### config.mk
export PLATFORM = sky130hd
export DESIGN_NAME = sactm_ctrl
export DESIGN_NICKNAME = d
export VERILOG_FILES = /design/src/sactm_pkg.sv /design/src/sactm_ctrl.sv
export SDC_FILE = /design/constraint.sdc
export NUM_CORES = 1
export LEC_CHECK = 0
export BUFFER_PORTS_ARGS = -buffer_cell sky130_fd_sc_hd__buf_2
export CORE_AREA = 2 2 39 41
export DETAILED_ROUTE_END_ITERATION = 16
export DIE_AREA = 0 0 41 43
export PLACE_DENSITY = 0.37
export SLEW_MARGIN = 20
export SYNTH_ARGS = -nofsm -noshare
export SYNTH_HDL_FRONTEND = slang
export SYNTH_SLANG_ARGS = --single-unit
### constraint.sdc
create_clock -name clk -period 2.8 [get_ports clk]
set_input_delay 0.42 -clock clk [delete_from_list [all_inputs] [get_ports clk]]
set_output_delay 0.42 -clock clk [all_outputs]
set_load 0.005 [all_outputs]
### src/sactm_pkg.sv
// Package for the cache directory model: sizes, state codes, payload structs,
// controller states and the control/status structs that join its two modules.
// No dependencies.
package sactm_pkg;

  localparam int NumSets        = 64;
  localparam int NumWays        = 8;
  localparam int LineBytes      = 64;
  localparam int AddrBits       = 48;
  localparam int MaxAccessBytes = 64;

  localparam int SetBits  = $clog2(NumSets);
  localparam int WayBits  = $clog2(NumWays);
  localparam int OffBits  = $clog2(LineBytes);
  localparam int LineBits = AddrBits - OffBits;
  localparam int AgeBits  = 16;
  localparam int CntBits  = 32;

  localparam logic [AgeBits-1:0] AgeMax = '1;

  typedef enum logic [1:0] {
    ST_INVALID   = 2'd0,
    ST_SHARED    = 2'd1,
    ST_EXCLUSIVE = 2'd2,
    ST_MODIFIED  = 2'd3
  } line_st_t;

  typedef enum logic [1:0] {
    REG_PREFETCH_ENABLE = 2'd0,
    REG_HIT_LATENCY     = 2'd1,
    REG_MISS_LATENCY    = 2'd2
  } reg_idx_t;

  typedef struct packed {
    logic [47:0] address;
    logic [6:0]  size_bytes;
    logic        write_req;
  } in_item_t;

  typedef struct packed {
    logic [10:0] latency;
    logic [1:0]  lines_touched;
    logic [1:0]  demand_hits;
    logic [2:0]  writebacks_now;
    logic [1:0]  prefetch_hits_now;
    logic [31:0] access_total;
    logic [31:0] hit_total;
    logic [31:0] miss_total;
    logic [31:0] total_prefetch_hits;
    logic [31:0] total_writebacks;
  } out_item_t;

  typedef enum logic [2:0] {
    S_IDLE,
    S_READ,
    S_UPDATE,
    S_NEXT,
    S_DONE
  } ctl_state_t;

  // controller -> datapath
  typedef struct packed {
    logic load;     // take the input item, start a new access
    logic rd;       // read the set of the current lookup
    logic upd;      // compare, pick victim, write back the set
    logic adv;      // advance to the next lookup of the access
    logic publish;  // move the result to the output register
  } dp_cmd_t;

  // datapath -> controller
  typedef struct packed {
    logic last;     // current lookup is the last of the access
  } dp_stat_t;

endpackage

### src/sactm_ctrl.sv
// Controller of the cache directory: sequences read/update per lookup and
// the input/output handshakes. Depends on sactm_pkg.
module sactm_ctrl (
  input  logic                clk,
  input  logic                rst,
  input  logic                in_valid,
  output logic                in_stall,
  output logic                out_valid,
  input  logic                out_stall,
  output sactm_pkg::dp_cmd_t  cmd,
  input  sactm_pkg::dp_stat_t stat
);
  import sactm_pkg::*;

  ctl_state_t state, state_next;
  logic       out_valid_next;

  always_comb begin
    state_next = state;
    case (state)
      S_IDLE:   if (in_valid) state_next = S_READ;
      S_READ:   state_next = S_UPDATE;
      S_UPDATE: state_next = stat.last ? S_DONE : S_NEXT;
      S_NEXT:   state_next = S_READ;
      S_DONE:   if (!out_valid || !out_stall) state_next = S_IDLE;
      default:  state_next = S_IDLE;
    endcase
  end

  always_comb begin
    cmd = '0;
    in_stall = 1'b1;
    out_valid_next = out_valid && out_stall;
    case (state)
      S_IDLE: begin
        in_stall = 1'b0;
        cmd.load = in_valid;
      end
      S_READ:   cmd.rd = 1'b1;
      S_UPDATE: begin
        cmd.upd = 1'b1;
        cmd.adv = !stat.last;
      end
      S_NEXT:   ;
      S_DONE: begin
        if (!out_valid || !out_stall) begin
          cmd.publish = 1'b1;
          out_valid_next = 1'b1;
        end
      end
      default: ;
    endcase
  end

  always_ff @(posedge clk) begin
    if (rst) begin
      state     <= S_IDLE;
      out_valid <= 1'b0;
    end else begin
      state     <= state_next;
      out_valid <= out_valid_next;
    end
  end

  a_load_idle: assert property (@(posedge clk) disable iff (rst)
    cmd.load |-> state == S_IDLE) else $error("load outside idle");
  a_upd_after_rd: assert property (@(posedge clk) disable iff (rst)
    cmd.upd |-> $past(cmd.rd)) else $error("update without read");
  a_publish_free: assert property (@(posedge clk) disable iff (rst)
    cmd.publish |-> (!out_valid || !out_stall)) else $error("result overwritten");

endmodule

==> flow_summary.ini <==
[timing]
fin_setup_tns_ns = 0
finalSetupViolations = 0
fin_skew_ns = 0.00874
period_needed_ns = 1.74
max_freq_ghz = 0.576
rsz0062_at_grt = no
min_period_over_period_pct = 62.0
hold_violations = 0
worstMarginPinSlew_ns = 0.234
slew_viol_final = 0
relSlewSlack_pct = 84.4

[critical_path]
crit_required_ns = 2.38
crit_buf_inv = 1
arrival_ns = 1.32
critPathKind = flip-flop to primary output
crit_chain = or3b_1 > a21oi_1 > buf_2
cp_slowest_cell = dfxtp_1
cp_top_family = flip-flops
critPathLaunch = state[2]$_SDFFE_PP0P_
endpoint_kind = primary output
cp-start-kind = flip-flop
cpPeakStageDelay_ns = 0.44
cp_max_fo = 8
rr_startpoint = state[2]$_SDFFE_PP0P_
reg2reg_setup_slack_ns = 1.76

[floorplan]
rows = 14
initial_utilization_pct = 14.9
io_pins = 12
dieHeight_um = 43
core_area_sq_mm = 0.00138
dieArea_sq_mm = 0.00176
die_x_um = 41

[grt]
grt_pass1_vias = 187
grt_first_pass_wirelength_um = 731
antenna_found_initial = 0
grt_max_degree = 9
gr-usage-all-layers_pct = 6.93
overflow = 0

[detailed_routing]
final_antenna_net_count = 0
firstDrtPassIters = 4
wirelength_um = 540
via_count = 232
drt_iter0_markers = 3
via_per_inst = 4.22
wl_per_cell_um = 9.82
drc = 0

[cts]
cts_sinks = 4
cts-root-buf = clkbuf_4
post_cts_resized = 0
numCtsBuffers = 3
clkLatencyLatePin_ns = 0.24
cts_htree_levels = 1
cts_hold_buf = 0
cts_tree = built
postCtsSetupBuffers = 0
clockBufferDepth = 2
path_clk_slew_ns = 0.04

[yosys]
seq_area_frac_synth_pct = 38.8
yosysUniqueCellTypes = 15
yosysTopAreaCellShare_pct = 38.8
yosys_warnings = 0
synthTopCellsByArea = dfxtp_1 (39%), or3b_1 (8.5%), nor2_1 (7.3%)
yosysTopAreaCell = dfxtp_1
avgSynthCellArea_sq_um = 8.26
synthCells = 25
syn_nets = 30
netlist_area_sq_um = 206
ys_ff_latch = 4

[cells_and_area]
synthToLayoutAreaGrowth_pct = 47.3
fin_nets = 46
final_util_pct = 22.0
drive_gt1_share_pct = 38.5
layout.cells.most_common_list = buf_2 (11), nor2_1 (4), dfxtp_1 (4), clkbuf_4 (3)
final_common_cell = buf_2
antenna_cells = 0

[place]
dp_hpwl_um = 384
gp_congestion = 0.732
port_buffers = 11

[run]
maxCapViolCount = 0

[min_path]
min_from = rst
hold_class = input pin to flip-flop

[run_status]
status = finished clean

[power_and_ir_drop]
leakage_nw = 0.148
vdd_drop_max_mv = 0.115
power_density_mw_per_mm2 = 531
where the power goes:
group	internal [mW]	total, mW	switching (mW)
registers	0.0604	0.0653	0.00496
logic	0.0138	0.0252	0.0114
clock network	0.0479	0.0709	0.0230
cell usage after synthesis:
master	instances
dfxtp_1	4
nor2_1	4
a21oi_1	2
inv_1	2
nand2b_1	2
or3b_1	2
a211oi_1	1
a21boi_1	1
nand2_1	1
nand3b_1	1
nand4b_1	1
nor2b_1	1
nor3_1	1
o221a_2	1
or3_1	1
through the flow:
step                setup slack, ns  std cells  area [sq um]  power (mW)  hold slack (ns)
floorplan                      1.48         25           206      0.0777            0.474
global placement               1.34         52           282      0.0912            0.470
detailed placement             1.34         52           282      0.0912            0.480
CTS                            1.07         55           304       0.165            0.367
global route                   1.02         55           304       0.170            0.376
finish                         1.06         55           304       0.161            0.378
per-layer routing:
metal | up-vias | routed length (um) | GRT usage [%]
li1 | 119 | - | -
met1 | 100 | 281 | 8.39
met2 | 13 | 204 | 7.81
met3 | 0 | 53 | 1.57
met4 | 0 | 0 | 10.0
met5 | - | 0 | 0
cell type report:
cell class                      count  area (sq um)
Fill cell                         159          1080
Multi-Input combinational cell     19           119
Sequential cell                     4          80.1
Timing Repair Buffer               11          55.1
Clock buffer                        3          22.5
Tap cell                           16          20.0
Inverter                            2          7.51
state kept, by name, summed over array words and instances, names as in the netlist:
name,count
state,3
out_valid,1
kinds of logic after synthesis:
logic type | Yosys count | share of synthesized area (%)
compound gates | 5 | 17.6
buf+inv | 2 | 3.64
flops | 4 | 38.8
simple gates | 14 | 40.0
worst paths after layout:
| kind | depth (start not counted) | endpoint |
|---|---|---|
| setup reg to reg | 2 | out_valid$_SDFF_PP0_ |
| setup / recovery | 3 | cmd[0] |
| hold / removal | 2 | out_valid$_SDFF_PP0_ |
| hold reg to reg | 2 | out_valid$_SDFF_PP0_ |
Note: power is estimated with default switching activity, not from simulation.
